--- src/rtl/can_frame_change_filter_assert.svh ---
// Assertion macros for the CAN frame change filter, clocked on aclk, off during reset.
`ifndef CAN_FRAME_CHANGE_FILTER_ASSERT_SVH
`define CAN_FRAME_CHANGE_FILTER_ASSERT_SVH

// Same-cycle implication.
`define CFCF_ASSERT_NOW(lbl, ante, cons, msg) \
    lbl: assert property (@(posedge aclk) disable iff (!aresetn) (ante) |-> (cons)) \
        else $error(msg);

// Next-cycle implication.
`define CFCF_ASSERT_NEXT(lbl, ante, cons, msg) \
    lbl: assert property (@(posedge aclk) disable iff (!aresetn) (ante) |=> (cons)) \
        else $error(msg);

`endif

--- src/rtl/cfcf_pkg.sv ---
// Shared types, codes and helpers of the CAN frame change filter.
`default_nettype none

package cfcf_pkg;

    localparam int ID_W       = 29;
    localparam int LEN_W      = 4;
    localparam int DATA_W     = 64;
    localparam int TIME_W     = 32;
    localparam int INTERVAL_W = 16;
    localparam int REASON_W   = 3;
    localparam int SLOT_W     = 5;
    localparam int CFG_IDX_W  = 2;
    localparam int CFG_DATA_W = 16;

    // configuration register indexes
    localparam logic [CFG_IDX_W-1:0] CFG_OUTPUT_ENABLE  = 2'd0;
    localparam logic [CFG_IDX_W-1:0] CFG_FILTER_ENABLE  = 2'd1;
    localparam logic [CFG_IDX_W-1:0] CFG_REPRINT_IVAL   = 2'd2;

    localparam logic [INTERVAL_W-1:0] REPRINT_IVAL_RESET = 16'd500;

    // result reason codes
    localparam logic [REASON_W-1:0] REASON_UNCHANGED  = 3'd0;
    localparam logic [REASON_W-1:0] REASON_NEW        = 3'd1;
    localparam logic [REASON_W-1:0] REASON_CHANGED    = 3'd2;
    localparam logic [REASON_W-1:0] REASON_DUE        = 3'd3;
    localparam logic [REASON_W-1:0] REASON_FULL       = 3'd4;
    localparam logic [REASON_W-1:0] REASON_FILTER_OFF = 3'd5;
    localparam logic [REASON_W-1:0] REASON_OUTPUT_OFF = 3'd6;

    typedef struct packed {
        logic [ID_W-1:0]   frame_id;
        logic [LEN_W-1:0]  length;
        logic [DATA_W-1:0] payload;
        logic [TIME_W-1:0] report_time;
    } entry_t;

    localparam int ENTRY_W = $bits(entry_t);

    // Byte-enable mask for a length; lengths above eight cover all bytes.
    function automatic logic [DATA_W-1:0] byte_mask(input logic [LEN_W-1:0] len);
        logic [DATA_W-1:0] m;
        for (int b = 0; b < DATA_W / 8; b++) begin
            m[8*b +: 8] = {8{len > LEN_W'(b)}};
        end
        return m;
    endfunction

endpackage

`default_nettype wire

--- src/rtl/cfcf_ram.sv ---
// Generic simple dual-port RAM: one write port, one registered read port with enable.
`default_nettype none

module cfcf_ram #(
    parameter int WIDTH = 8,
    parameter int DEPTH = 32
) (
    input  wire logic                                 aclk,
    input  wire logic                                 we,
    input  wire logic [((DEPTH > 1) ? $clog2(DEPTH) : 1)-1:0] waddr,
    input  wire logic [WIDTH-1:0]                     wdata,
    input  wire logic                                 re,
    input  wire logic [((DEPTH > 1) ? $clog2(DEPTH) : 1)-1:0] raddr,
    output logic      [WIDTH-1:0]                     rdata
);

    logic [WIDTH-1:0] mem [DEPTH];

    always_ff @(posedge aclk) begin
        if (we) begin
            mem[waddr] <= wdata;
        end
        if (re) begin
            rdata <= mem[raddr];
        end
    end

endmodule

`default_nettype wire

--- src/rtl/can_frame_change_filter.sv ---
// CAN frame change filter: top level with the entry scan sequencer and result register.
// With output and filter enabled, each accepted frame is checked against a table of
// TABLE_ENTRIES tracked identifiers that sits in one RAM with a registered read port; a
// sequencer reads one entry per cycle and compares it, while per-entry used flags (cleared
// at reset) are tracked in flip-flops and the lowest free entry is noted during the same
// pass. A frame whose identifier misses scans every entry and then passes through FINISH;
// a hit stops the scan and passes through EVAL and FINISH. With output or filter switched
// off the frame goes straight to FINISH. The entry scan over the single RAM read port sets
// how long a frame takes. s_ready returns in the cycle after the result loads and is high
// only between frames. A finished result is loaded only once the output register is free;
// while a previous result still waits there the sequencer holds in FINISH. After loading,
// the next frame is not blocked. Reports of new, changed or due frames update the matched
// or claimed entry in the same cycle the result is loaded.
`default_nettype none

module can_frame_change_filter
    import cfcf_pkg::*;
#(
    parameter int TABLE_ENTRIES = 32
) (
    input  wire logic                  aclk,
    input  wire logic                  aresetn,
    // configuration
    input  wire logic                  cfg_wr_en,
    input  wire logic [CFG_IDX_W-1:0]  cfg_index,
    input  wire logic [CFG_DATA_W-1:0] cfg_wr_data,
    // frame input
    input  wire logic                  s_valid,
    output logic                       s_ready,
    input  wire logic [ID_W-1:0]       s_frame_id,
    input  wire logic [LEN_W-1:0]      s_length,
    input  wire logic [DATA_W-1:0]     s_data_bytes,
    input  wire logic [TIME_W-1:0]     s_now_ms,
    // result output
    output logic                       m_valid,
    input  wire logic                  m_ready,
    output logic                       m_report,
    output logic [REASON_W-1:0]        m_reason,
    output logic [SLOT_W-1:0]          m_slot
);

    localparam int IDX_W = (TABLE_ENTRIES > 1) ? $clog2(TABLE_ENTRIES) : 1;
    localparam logic [IDX_W-1:0] LAST_IDX = IDX_W'(TABLE_ENTRIES - 1);

    localparam logic [1:0] ST_IDLE   = 2'd0;
    localparam logic [1:0] ST_SCAN   = 2'd1;
    localparam logic [1:0] ST_EVAL   = 2'd2;
    localparam logic [1:0] ST_FINISH = 2'd3;

    logic [1:0] state_reg, state_next;

    logic                  output_enable_reg, output_enable_next;
    logic                  filter_enable_reg, filter_enable_next;
    logic [INTERVAL_W-1:0] interval_reg, interval_next;

    logic [IDX_W-1:0] scan_idx_reg, scan_idx_next;
    logic             issue_done_reg, issue_done_next;
    logic             cmp_vld_reg, cmp_vld_next;
    logic [IDX_W-1:0] cmp_idx_reg, cmp_idx_next;
    logic             free_found_reg, free_found_next;
    logic [IDX_W-1:0] free_idx_reg, free_idx_next;

    logic [ID_W-1:0]   id_reg, id_next;
    logic [LEN_W-1:0]  len_reg, len_next;
    logic [DATA_W-1:0] payload_reg, payload_next;
    logic [DATA_W-1:0] mask_reg, mask_next;
    logic [TIME_W-1:0] now_reg, now_next;

    logic                res_report_reg, res_report_next;
    logic [REASON_W-1:0] res_reason_reg, res_reason_next;
    logic [IDX_W-1:0]    res_idx_reg, res_idx_next;
    logic                res_wr_reg, res_wr_next;

    logic                m_valid_reg, m_valid_next;
    logic                m_report_reg, m_report_next;
    logic [REASON_W-1:0] m_reason_reg, m_reason_next;
    logic [SLOT_W-1:0]   m_slot_reg, m_slot_next;

    logic [TABLE_ENTRIES-1:0] used_reg, used_next;

    logic             ram_we;
    logic             ram_re;
    entry_t           ram_wdata;
    entry_t           rd_entry;
    logic             hit;
    logic             changed;
    logic             due;
    logic [TIME_W-1:0] elapsed;

    cfcf_ram #(
        .WIDTH (ENTRY_W),
        .DEPTH (TABLE_ENTRIES)
    ) u_table (
        .aclk  (aclk),
        .we    (ram_we),
        .waddr (res_idx_reg),
        .wdata (ram_wdata),
        .re    (ram_re),
        .raddr (scan_idx_reg),
        .rdata (rd_entry)
    );

    assign ram_wdata = '{frame_id: id_reg, length: len_reg, payload: payload_reg,
                         report_time: now_reg};

    assign hit     = cmp_vld_reg && used_reg[cmp_idx_reg] && (rd_entry.frame_id == id_reg);
    assign changed = (rd_entry.length != len_reg) ||
                     ((rd_entry.payload & mask_reg) != payload_reg);
    assign elapsed = now_reg - rd_entry.report_time;   // wraps modulo 2^32
    assign due     = elapsed >= {{(TIME_W - INTERVAL_W){1'b0}}, interval_reg};

    // Hold the read data once a hit is seen so EVAL sees the matched entry.
    assign ram_re  = (state_reg == ST_SCAN) && !issue_done_reg && !hit;
    assign s_ready = (state_reg == ST_IDLE);

    always_comb begin
        output_enable_next = output_enable_reg;
        filter_enable_next = filter_enable_reg;
        interval_next      = interval_reg;
        if (cfg_wr_en) begin
            unique case (cfg_index)
                CFG_OUTPUT_ENABLE: output_enable_next = cfg_wr_data[0];
                CFG_FILTER_ENABLE: filter_enable_next = cfg_wr_data[0];
                CFG_REPRINT_IVAL:  interval_next      = cfg_wr_data[INTERVAL_W-1:0];
                default: ;
            endcase
        end
    end

    always_comb begin
        state_next      = state_reg;
        scan_idx_next   = scan_idx_reg;
        issue_done_next = issue_done_reg;
        cmp_vld_next    = 1'b0;
        cmp_idx_next    = cmp_idx_reg;
        free_found_next = free_found_reg;
        free_idx_next   = free_idx_reg;
        id_next         = id_reg;
        len_next        = len_reg;
        payload_next    = payload_reg;
        mask_next       = mask_reg;
        now_next        = now_reg;
        res_report_next = res_report_reg;
        res_reason_next = res_reason_reg;
        res_idx_next    = res_idx_reg;
        res_wr_next     = res_wr_reg;
        m_valid_next    = m_valid_reg && !m_ready;
        m_report_next   = m_report_reg;
        m_reason_next   = m_reason_reg;
        m_slot_next     = m_slot_reg;
        used_next       = used_reg;
        ram_we          = 1'b0;

        unique case (state_reg)
            ST_IDLE: begin
                if (s_valid) begin
                    id_next         = s_frame_id;
                    len_next        = s_length;
                    mask_next       = byte_mask(s_length);
                    payload_next    = s_data_bytes & byte_mask(s_length);
                    now_next        = s_now_ms;
                    scan_idx_next   = '0;
                    issue_done_next = 1'b0;
                    free_found_next = 1'b0;
                    free_idx_next   = '0;
                    res_idx_next    = '0;
                    res_wr_next     = 1'b0;
                    if (!output_enable_reg) begin
                        res_report_next = 1'b0;
                        res_reason_next = REASON_OUTPUT_OFF;
                        state_next      = ST_FINISH;
                    end else if (!filter_enable_reg) begin
                        res_report_next = 1'b1;
                        res_reason_next = REASON_FILTER_OFF;
                        state_next      = ST_FINISH;
                    end else begin
                        state_next = ST_SCAN;
                    end
                end
            end
            ST_SCAN: begin
                // issue side: one read per cycle, note the lowest free entry
                if (!issue_done_reg) begin
                    cmp_vld_next = 1'b1;
                    cmp_idx_next = scan_idx_reg;
                    if (!used_reg[scan_idx_reg] && !free_found_reg) begin
                        free_found_next = 1'b1;
                        free_idx_next   = scan_idx_reg;
                    end
                    if (scan_idx_reg == LAST_IDX) begin
                        issue_done_next = 1'b1;
                    end else begin
                        scan_idx_next = scan_idx_reg + IDX_W'(1);
                    end
                end
                // compare side: data of the entry read last cycle
                if (hit) begin
                    cmp_vld_next = 1'b0;
                    res_idx_next = cmp_idx_reg;
                    state_next   = ST_EVAL;
                end else if (cmp_vld_reg && cmp_idx_reg == LAST_IDX) begin
                    cmp_vld_next    = 1'b0;
                    res_report_next = 1'b1;
                    if (free_found_reg) begin
                        res_reason_next = REASON_NEW;
                        res_idx_next    = free_idx_reg;
                        res_wr_next     = 1'b1;
                    end else begin
                        res_reason_next = REASON_FULL;
                        res_idx_next    = '0;
                    end
                    state_next = ST_FINISH;
                end
            end
            ST_EVAL: begin
                res_report_next = changed || due;
                res_wr_next     = changed || due;
                priority if (changed) begin
                    res_reason_next = REASON_CHANGED;
                end else if (due) begin
                    res_reason_next = REASON_DUE;
                end else begin
                    res_reason_next = REASON_UNCHANGED;
                end
                state_next = ST_FINISH;
            end
            ST_FINISH: begin
                if (!m_valid_reg || m_ready) begin
                    m_valid_next  = 1'b1;
                    m_report_next = res_report_reg;
                    m_reason_next = res_reason_reg;
                    m_slot_next   = SLOT_W'(res_idx_reg);
                    if (res_wr_reg) begin
                        ram_we                 = 1'b1;
                        used_next[res_idx_reg] = 1'b1;
                    end
                    state_next = ST_IDLE;
                end
            end
            default: state_next = ST_IDLE;
        endcase
    end

    always_ff @(posedge aclk) begin
        if (!aresetn) begin
            state_reg         <= ST_IDLE;
            output_enable_reg <= 1'b1;
            filter_enable_reg <= 1'b1;
            interval_reg      <= REPRINT_IVAL_RESET;
            issue_done_reg    <= 1'b0;
            cmp_vld_reg       <= 1'b0;
            free_found_reg    <= 1'b0;
            res_wr_reg        <= 1'b0;
            m_valid_reg       <= 1'b0;
            used_reg          <= '0;
        end else begin
            state_reg         <= state_next;
            output_enable_reg <= output_enable_next;
            filter_enable_reg <= filter_enable_next;
            interval_reg      <= interval_next;
            issue_done_reg    <= issue_done_next;
            cmp_vld_reg       <= cmp_vld_next;
            free_found_reg    <= free_found_next;
            res_wr_reg        <= res_wr_next;
            m_valid_reg       <= m_valid_next;
            used_reg          <= used_next;
        end
    end

    always_ff @(posedge aclk) begin
        scan_idx_reg   <= scan_idx_next;
        cmp_idx_reg    <= cmp_idx_next;
        free_idx_reg   <= free_idx_next;
        id_reg         <= id_next;
        len_reg        <= len_next;
        payload_reg    <= payload_next;
        mask_reg       <= mask_next;
        now_reg        <= now_next;
        res_report_reg <= res_report_next;
        res_reason_reg <= res_reason_next;
        res_idx_reg    <= res_idx_next;
        m_report_reg   <= m_report_next;
        m_reason_reg   <= m_reason_next;
        m_slot_reg     <= m_slot_next;
    end

    assign m_valid  = m_valid_reg;
    assign m_report = m_report_reg;
    assign m_reason = m_reason_reg;
    assign m_slot   = m_slot_reg;

`include "can_frame_change_filter_assert.svh"

    `CFCF_ASSERT_NOW(a_report_matches_reason, m_valid,
        m_report == ((m_reason != REASON_UNCHANGED) && (m_reason != REASON_OUTPUT_OFF)),
        "report flag disagrees with reason")
    `CFCF_ASSERT_NOW(a_no_slot_untracked,
        m_valid && (m_reason == REASON_FULL || m_reason == REASON_FILTER_OFF ||
                    m_reason == REASON_OUTPUT_OFF),
        m_slot == '0, "untracked result carries a slot")
    `CFCF_ASSERT_NEXT(a_write_marks_used, ram_we, used_reg[$past(res_idx_reg)],
        "table write did not mark entry used")
    `CFCF_ASSERT_NEXT(a_busy_after_accept, s_valid && s_ready, !s_ready,
        "ready again right after a transaction")

endmodule

`default_nettype wire
--- config.mk ---
export PLATFORM = sky130hd
export DESIGN_NAME = can_frame_change_filter
export DESIGN_NICKNAME = d
export VERILOG_FILES = /design/src/rtl/cfcf_pkg.sv /design/src/rtl/cfcf_ram.sv /design/src/rtl/can_frame_change_filter.sv
export VERILOG_INCLUDE_DIRS = /design/src /design/src/rtl
export SDC_FILE = /design/constraint.sdc
export NUM_CORES = 2
export LEC_CHECK = 0
export ABC_AREA = 1
export BUFFER_PORTS_ARGS = -buffer_cell sky130_fd_sc_hd__buf_2
export CELL_PAD_IN_SITES_DETAIL_PLACEMENT = 1
export CELL_PAD_IN_SITES_GLOBAL_PLACEMENT = 2
export CORE_UTILIZATION = 41
export CTS_CLUSTER_SIZE = 10
export DETAILED_ROUTE_END_ITERATION = 10
export GPL_ROUTABILITY_DRIVEN = 0
export HOLD_SLACK_MARGIN = 0.06
export PLACE_DENSITY_LB_ADDON = 0.1
export SLEW_MARGIN = 20
export SYNTH_ARGS = -nofsm -noshare
export SYNTH_HDL_FRONTEND = slang
export SYNTH_MEMORY_MAX_BITS = 65536
export SYNTH_SLANG_ARGS = --single-unit
--- constraint.sdc ---
create_clock -name aclk -period 8.8 [get_ports aclk]
set_input_delay 1.76 -clock aclk [delete_from_list [all_inputs] [get_ports aclk]]
set_output_delay 1.76 -clock aclk [all_outputs]
set_load 0.02 [all_outputs]
Yosys cells after proc, flatten, opt, wreduce, memory -nomap -nowiden
Memories as Yosys holds them, arrays and structs flattened. A register that Yosys moved wholly into a read port is not among the register bits. Cells that the tools add are included.

Word-level logic and storage cells: 160. Output and inout port bits: 11. Register bits after elaboration: 276. Bits in writable memories: 4128. Memories kept: 1. Input port bits: 152.

$add $sub $neg: 2. Reduce and logical (&&, ||, !) cells: 36. Mux-type cells: 58. Order comparisons: 13. Bitwise logic cells: 6. Eq/ne operators: 20.

Memory list: u_table.mem (words 32, width 129, read ports 1, clocked after Yosys merged registers in 1, write ports 1, line cfcf_ram.sv:17) `logic [WIDTH-1:0] mem [DEPTH];`.

Operators with widths (count): $and 64x64->64 (2); $ne 64x64->1 (1); $mux 5 (8); $ge 32x16->1 (1); $or 32x32->32 (1); $sub 32x32->32 (1); $pmux 5 s2 (3); $eq 29x29->1 (1); $mux 1 (24); $lt 5x6->1 const B (3); $mux 3 (6); $gt 4x3->1 const B (4); $mux 2 (8); $reduce_and 2->1 (7); $ne 2x2->1 const B (6); $bmux 1 s5 (2); $eq 5x5->1 const B (2); $reduce_and 5->1 (2); $pmux 3 s3 (1); $reduce_and 3->1 (3); $gt 4x1->1 const B (2); $gt 4x2->1 const B (2); $logic_and 1x1->1 (8); $pmux 2 s4 (1); other kinds (19) (36).

Depth between registers and ports, before layout
Depth in word-level cells: 7. Gate-level depth with buffers: 26.

Modules after synthesis
A second synthesis with hierarchy kept.

Cell total of the unflattened synthesis: 14971. Area total of the unflattened synthesis: 182522.6 um2.

Modules (own cells, without submodules): cfcf_ram (cells each 13325, times used 1, area each 169353.7 um2); can_frame_change_filter (cells each 1646, times used 1, area each 13168.9 um2).

Least setup slack after synthesis
Ideal clock, no wire load.

Path kind: input to register. From: in m_ready. To: mem u_table.mem[24][0] (netlist name) (enable). Setup time: 0.621 ns. Stages on the path: 6. Arrival: 8.179 ns. Required time: 8.179 ns. Setup slack: 0.000 ns. Path through: inv_1 a21oi_1 nand2_1 inv_1 nand4_1 nor2_1.

Cells in the longest elaborated chain, start to end: 5.

RTL lines: start, declared (line can_frame_change_filter.sv:36) `input wire logic m_ready,`; $logic_or 1x1->1 (line can_frame_change_filter.sv:228) `if (!m_valid_reg || m_ready) begin`; $mux 1 (line can_frame_change_filter.sv:228); $mux 1 (line can_frame_change_filter.sv:154) `unique case (state_reg)`; $mux 1 (line cfcf_ram.sv:20) `if (we) begin`; $mux 1 (not written as such) (line cfcf_ram.sv:21) `mem[waddr] <= wdata;`; end, declared (line cfcf_ram.sv:17).

No other way between the ends.

Worst setup path in the final report
From: in m_ready. To: mem u_table.mem[26][90] (netlist name) (enable).

The elaborated chain is that of the path after synthesis.

==> summary by stage <==
Outcome
The run finished with clean final reports.

STA
The worst hold margin is 459 ps. The post-route worst setup slack is approximately 3800 ps. The setup TNS is 0 ps. Of the available clock period, the critical path in the final layout requires 0.566. The final worst clock skew is about 56 ps.

The normalized max-slew margin is 0.186. The total count of hold-check failures in the final report is 0. The total count of max-transition violations in the final report came to 0. The peak clock frequency supported by timing is roughly 0.20 GHz.

At the pin with the least slew margin, the transition time is 1220 ps. Setup violations remaining at the end of the flow were counted as 0. Setup repair after global routing left no endpoint under its margin. Subtracting the final worst setup slack from the clock period gives 4980 ps.

Drt
The number of iterations in the first detailed-routing pass is 5. The detailed-route vias per instance is just under 6. After detailed routing, the average wire length per cell comes to about 31 um. The remaining antenna violation count is 0.

The total via count after detailed routing is between 100k and 150k. The detailed router finished its first iteration with roughly 11000 violations. The number of remaining DRC errors is 0.

The routed design has 606000 um of wire.

Cells and area
From synthesis to final layout, the design area changed by 12.9%. Of the cells placed in the final design, the portion with a size suffix greater than 1 is 0.0860. The flip-flop count of the largest register after layout is between 4000 and 5000. The final layout contains 14100 nets.

The post-layout instance area is 0.200 mm^2. The number of non-filler instances in the completed layout is ~20000.

Job
The max-capacitance violation count is 0.

Synth
Of the total synthesized cell area, the portion taken by full adders, half adders and majority gates is 0.00385. The proportion of synthesized flip-flops having asynchronous set or reset is 0. After synthesis the cells add up to approximately 0.18 mm^2. The main combinational cell family by area after synthesis is compound AO/OA/AOI/OAI gates. Yosys printed 0 warnings.

The number of nets produced by synthesis is roughly 14000. The parity-gate share of the synthesized area counting xor and xnor cells is 0.00351. The number of synthesized flops with an enable pin is 4427.

In the synthesized netlist the dominant register cell turns out to be sky130_fd_sc_hd__edfxtp_1. Of the synthesized area, sequential elements account for 0.756. The compound-cell area share of the yosys netlist is 0.123. The number of distinct library cells after synthesis is 48.

The total of flip-flops plus latches after synthesis is 4484. The post-synthesis cell count is around 14000. The simple-gate share of the synthesized area is 0.0847. The portion of synthesized area spent on multiplexers is 0.

The average instance in the mapped netlist occupies roughly 13 um^2.

Placement
The number of placed instances with taps included is around 19000. The worst setup slack before clock tree synthesis is roughly 2800 ps. The HPWL after detailed placement is 313000 um. The area after detailed placement is ~0.19 mm^2. The number of input and output port buffers inserted is between 150 and 200.

GRT
The aggregate global routing overflow is 0. The number of global-route vias before repair is about 120k. Across every metal layer, demand over resource in global routing totals 0.272. For this run, global-route usage on met2 was measured as 0.439.

The first-pass GRT wire length is 867000 um. The met1 track demand over resource in global routing is 0.400. The routing usage on met3 is 0.0261.

The initial antenna violation count came to 19. The layer with the highest usage after global routing is met2. Entering global routing, the biggest net connects 216 pins.

Floorplan
The I/O pin count is about 160. The die extent in x is 660 um. The die is ~660 um tall. The floorplan has about 240 rows. The floorplan step defined a die boundary enclosing 0.435 mm^2.

The area of the placeable core is 0.431 mm^2. The starting density of the core is 0.412.

Critical path
The worst register-to-register path has a setup slack of between 3000 and 4000 ps. Data arrives at the worst endpoint at approximately 5700 ps. For the worst setup path, the data required time is between 9000 and 10000 ps.

The type of the setup path with the least slack is input pin to register. The type of element capturing the critical path is a register. The critical path launch point type is an input pin. The maximum fanout along the worst path is 21.

Pwr
Dividing total power by cell area gives a power density of approximately 340 mW/mm^2. For this design the static power due to leakage is 65.6 nW. The worst-case IR drop observed on VDD is 0.279 mV.

CTS
The number of clock buffers added by TritonCTS is between 500 and 600. The clock tree from TritonCTS is yes. The clock-pin slew reported for the worst setup and hold paths after clock tree synthesis is approximately 60 ps.

The clock passes through at most 4 buffers. The post-cts sizing count is 0. The number of H-tree levels is 6. Clock tree synthesis found a total of 4484 sinks. The clock reaches the later pin of the worst-skew pair after 1050 ps. The number of buffers inserted by hold repair at cts is 0. The number of setup buffers added after CTS is 0. The tree is rooted in a sky130_fd_sc_hd__clkbuf_16.

Worst hold path
The type of the tightest min-delay check is register to register.
==> worst max-delay path, stage by stage <==
cell and delay [ps]:
sky130_fd_sc_hd__buf_2 80, sky130_fd_sc_hd__inv_1 40, sky130_fd_sc_hd__a21oi_1 650, sky130_fd_sc_hd__nand2_1 110
sky130_fd_sc_hd__inv_1 490, sky130_fd_sc_hd__nand4_1 540, sky130_fd_sc_hd__nor2_4 960, sky130_fd_sc_hd__buf_4 530
sky130_fd_sc_hd__buf_4 400
==> cell families after synthesis <==
| family | after synthesis |
|---|---|
| adder cells (fa/ha/maj) | 54 |
| AO/OA/AOI/OAI | 3984 |
| AND/OR/NAND/NOR | 3881 |
| buffers and inverters | 1274 |
| XOR/XNOR | 71 |
| flip-flops | 4484 |
==> per-stage QoR <==
step	util	total power [mW]
after global routing	0.465	70.6
final	0.465	67.6
after CTS	0.464	68.0
after detailed placement	0.430	48.3
after global placement	0.430	47.9
after floorplan	-	39.4
==> placed cells by master (no fill, tap or decap), types with 97 or more instances in the layout <==
| master | synthesis | layout |
|---|---|---|
| sky130_fd_sc_hd__edfxtp_1 | 4427 | 4427 |
| sky130_fd_sc_hd__nor2_1 | 2857 | 2823 |
| sky130_fd_sc_hd__o21ai_0 | 2283 | 2283 |
| sky130_fd_sc_hd__o22ai_1 | 1236 | 1236 |
| sky130_fd_sc_hd__nand2_1 | 824 | 823 |
| sky130_fd_sc_hd__clkbuf_16 | 0 | 555 |
| sky130_fd_sc_hd__inv_1 | 349 | 344 |
| sky130_fd_sc_hd__o21ai_1 | 285 | 285 |
| sky130_fd_sc_hd__buf_4 | 23 | 249 |
| sky130_fd_sc_hd__buf_2 | 214 | 162 |
| sky130_fd_sc_hd__clkbuf_1 | 644 | 110 |
| sky130_fd_sc_hd__a21oi_1 | 97 | 97 |
==> cells in the mapped netlist, types with 4 or more instances <==
cell type | count | area, um^2
sky130_fd_sc_hd__a211oi_1 | 4 | 30.0
sky130_fd_sc_hd__a21oi_1 | 97 | 485
sky130_fd_sc_hd__buf_1 | 33 | 124
sky130_fd_sc_hd__buf_2 | 214 | 1070
sky130_fd_sc_hd__buf_4 | 23 | 173
sky130_fd_sc_hd__buf_6 | 5 | 56.3
sky130_fd_sc_hd__clkbuf_1 | 644 | 2420
sky130_fd_sc_hd__dfxtp_1 | 57 | 1140
sky130_fd_sc_hd__edfxtp_1 | 4427 | 133000
sky130_fd_sc_hd__ha_1 | 53 | 663
sky130_fd_sc_hd__inv_1 | 349 | 1310
sky130_fd_sc_hd__inv_2 | 4 | 15.0
sky130_fd_sc_hd__nand2_1 | 824 | 3090
sky130_fd_sc_hd__nand2_2 | 17 | 106
sky130_fd_sc_hd__nand3_1 | 73 | 365
sky130_fd_sc_hd__nand3_2 | 4 | 40.0
sky130_fd_sc_hd__nand3b_1 | 7 | 52.6
sky130_fd_sc_hd__nand4_1 | 25 | 156
sky130_fd_sc_hd__nor2_1 | 2857 | 10700
sky130_fd_sc_hd__nor2_2 | 9 | 56.3
sky130_fd_sc_hd__nor3_1 | 10 | 50.1
sky130_fd_sc_hd__nor3b_1 | 6 | 45.0
sky130_fd_sc_hd__nor4_1 | 12 | 75.1
sky130_fd_sc_hd__o211ai_1 | 9 | 67.6
sky130_fd_sc_hd__o21ai_0 | 2283 | 11400
sky130_fd_sc_hd__o21ai_1 | 285 | 1430
sky130_fd_sc_hd__o22ai_1 | 1236 | 7730
sky130_fd_sc_hd__o31ai_1 | 11 | 82.6
sky130_fd_sc_hd__o32ai_1 | 52 | 455
sky130_fd_sc_hd__or2_2 | 24 | 150
sky130_fd_sc_hd__xnor2_1 | 34 | 298
sky130_fd_sc_hd__xor2_1 | 37 | 324
==> path summary, 6_finish.rpt <==
check / end / cells after the start / from
worst max-delay path: u_table.mem[26][90] / 9 / m_ready
worst min-delay path: m_reason[2] / 0 / res_reason_reg[2]
worst max register to register: u_table.mem[26][90] / 9 / state_reg[1]
worst min register to register: m_reason[2] / 0 / res_reason_reg[2]
==> final cells by class <==
type	count	area, um^2
clock inverters	57	454
well taps	5710	7140
inverters	355	1390
clock buffers	669	14400
diodes	7	17.5
fillers	43300	230000
multi-input cells	7990	38400
repair buffers	502	4430
flip-flops and latches	4484	134000
==> per-layer routing <==
metal  vias to the layer above  wire length, um
li1                      50700                -
met1                     62700           277000
met2                      3658           282000
met3                       802            33600
met4                         2            13500
met5                         -               17
==> power breakdown <==
group	switching [mW]	leakage (nW)	internal (mW)	total (mW)
registers	0.371	40.4	25.4	25.7
clock network	8.31	7.23	11.4	19.7
logic	16.6	17.9	5.57	22.2
total	25.3	65.6	42.3	67.6
Note: power is estimated with default switching activity, not from simulation.
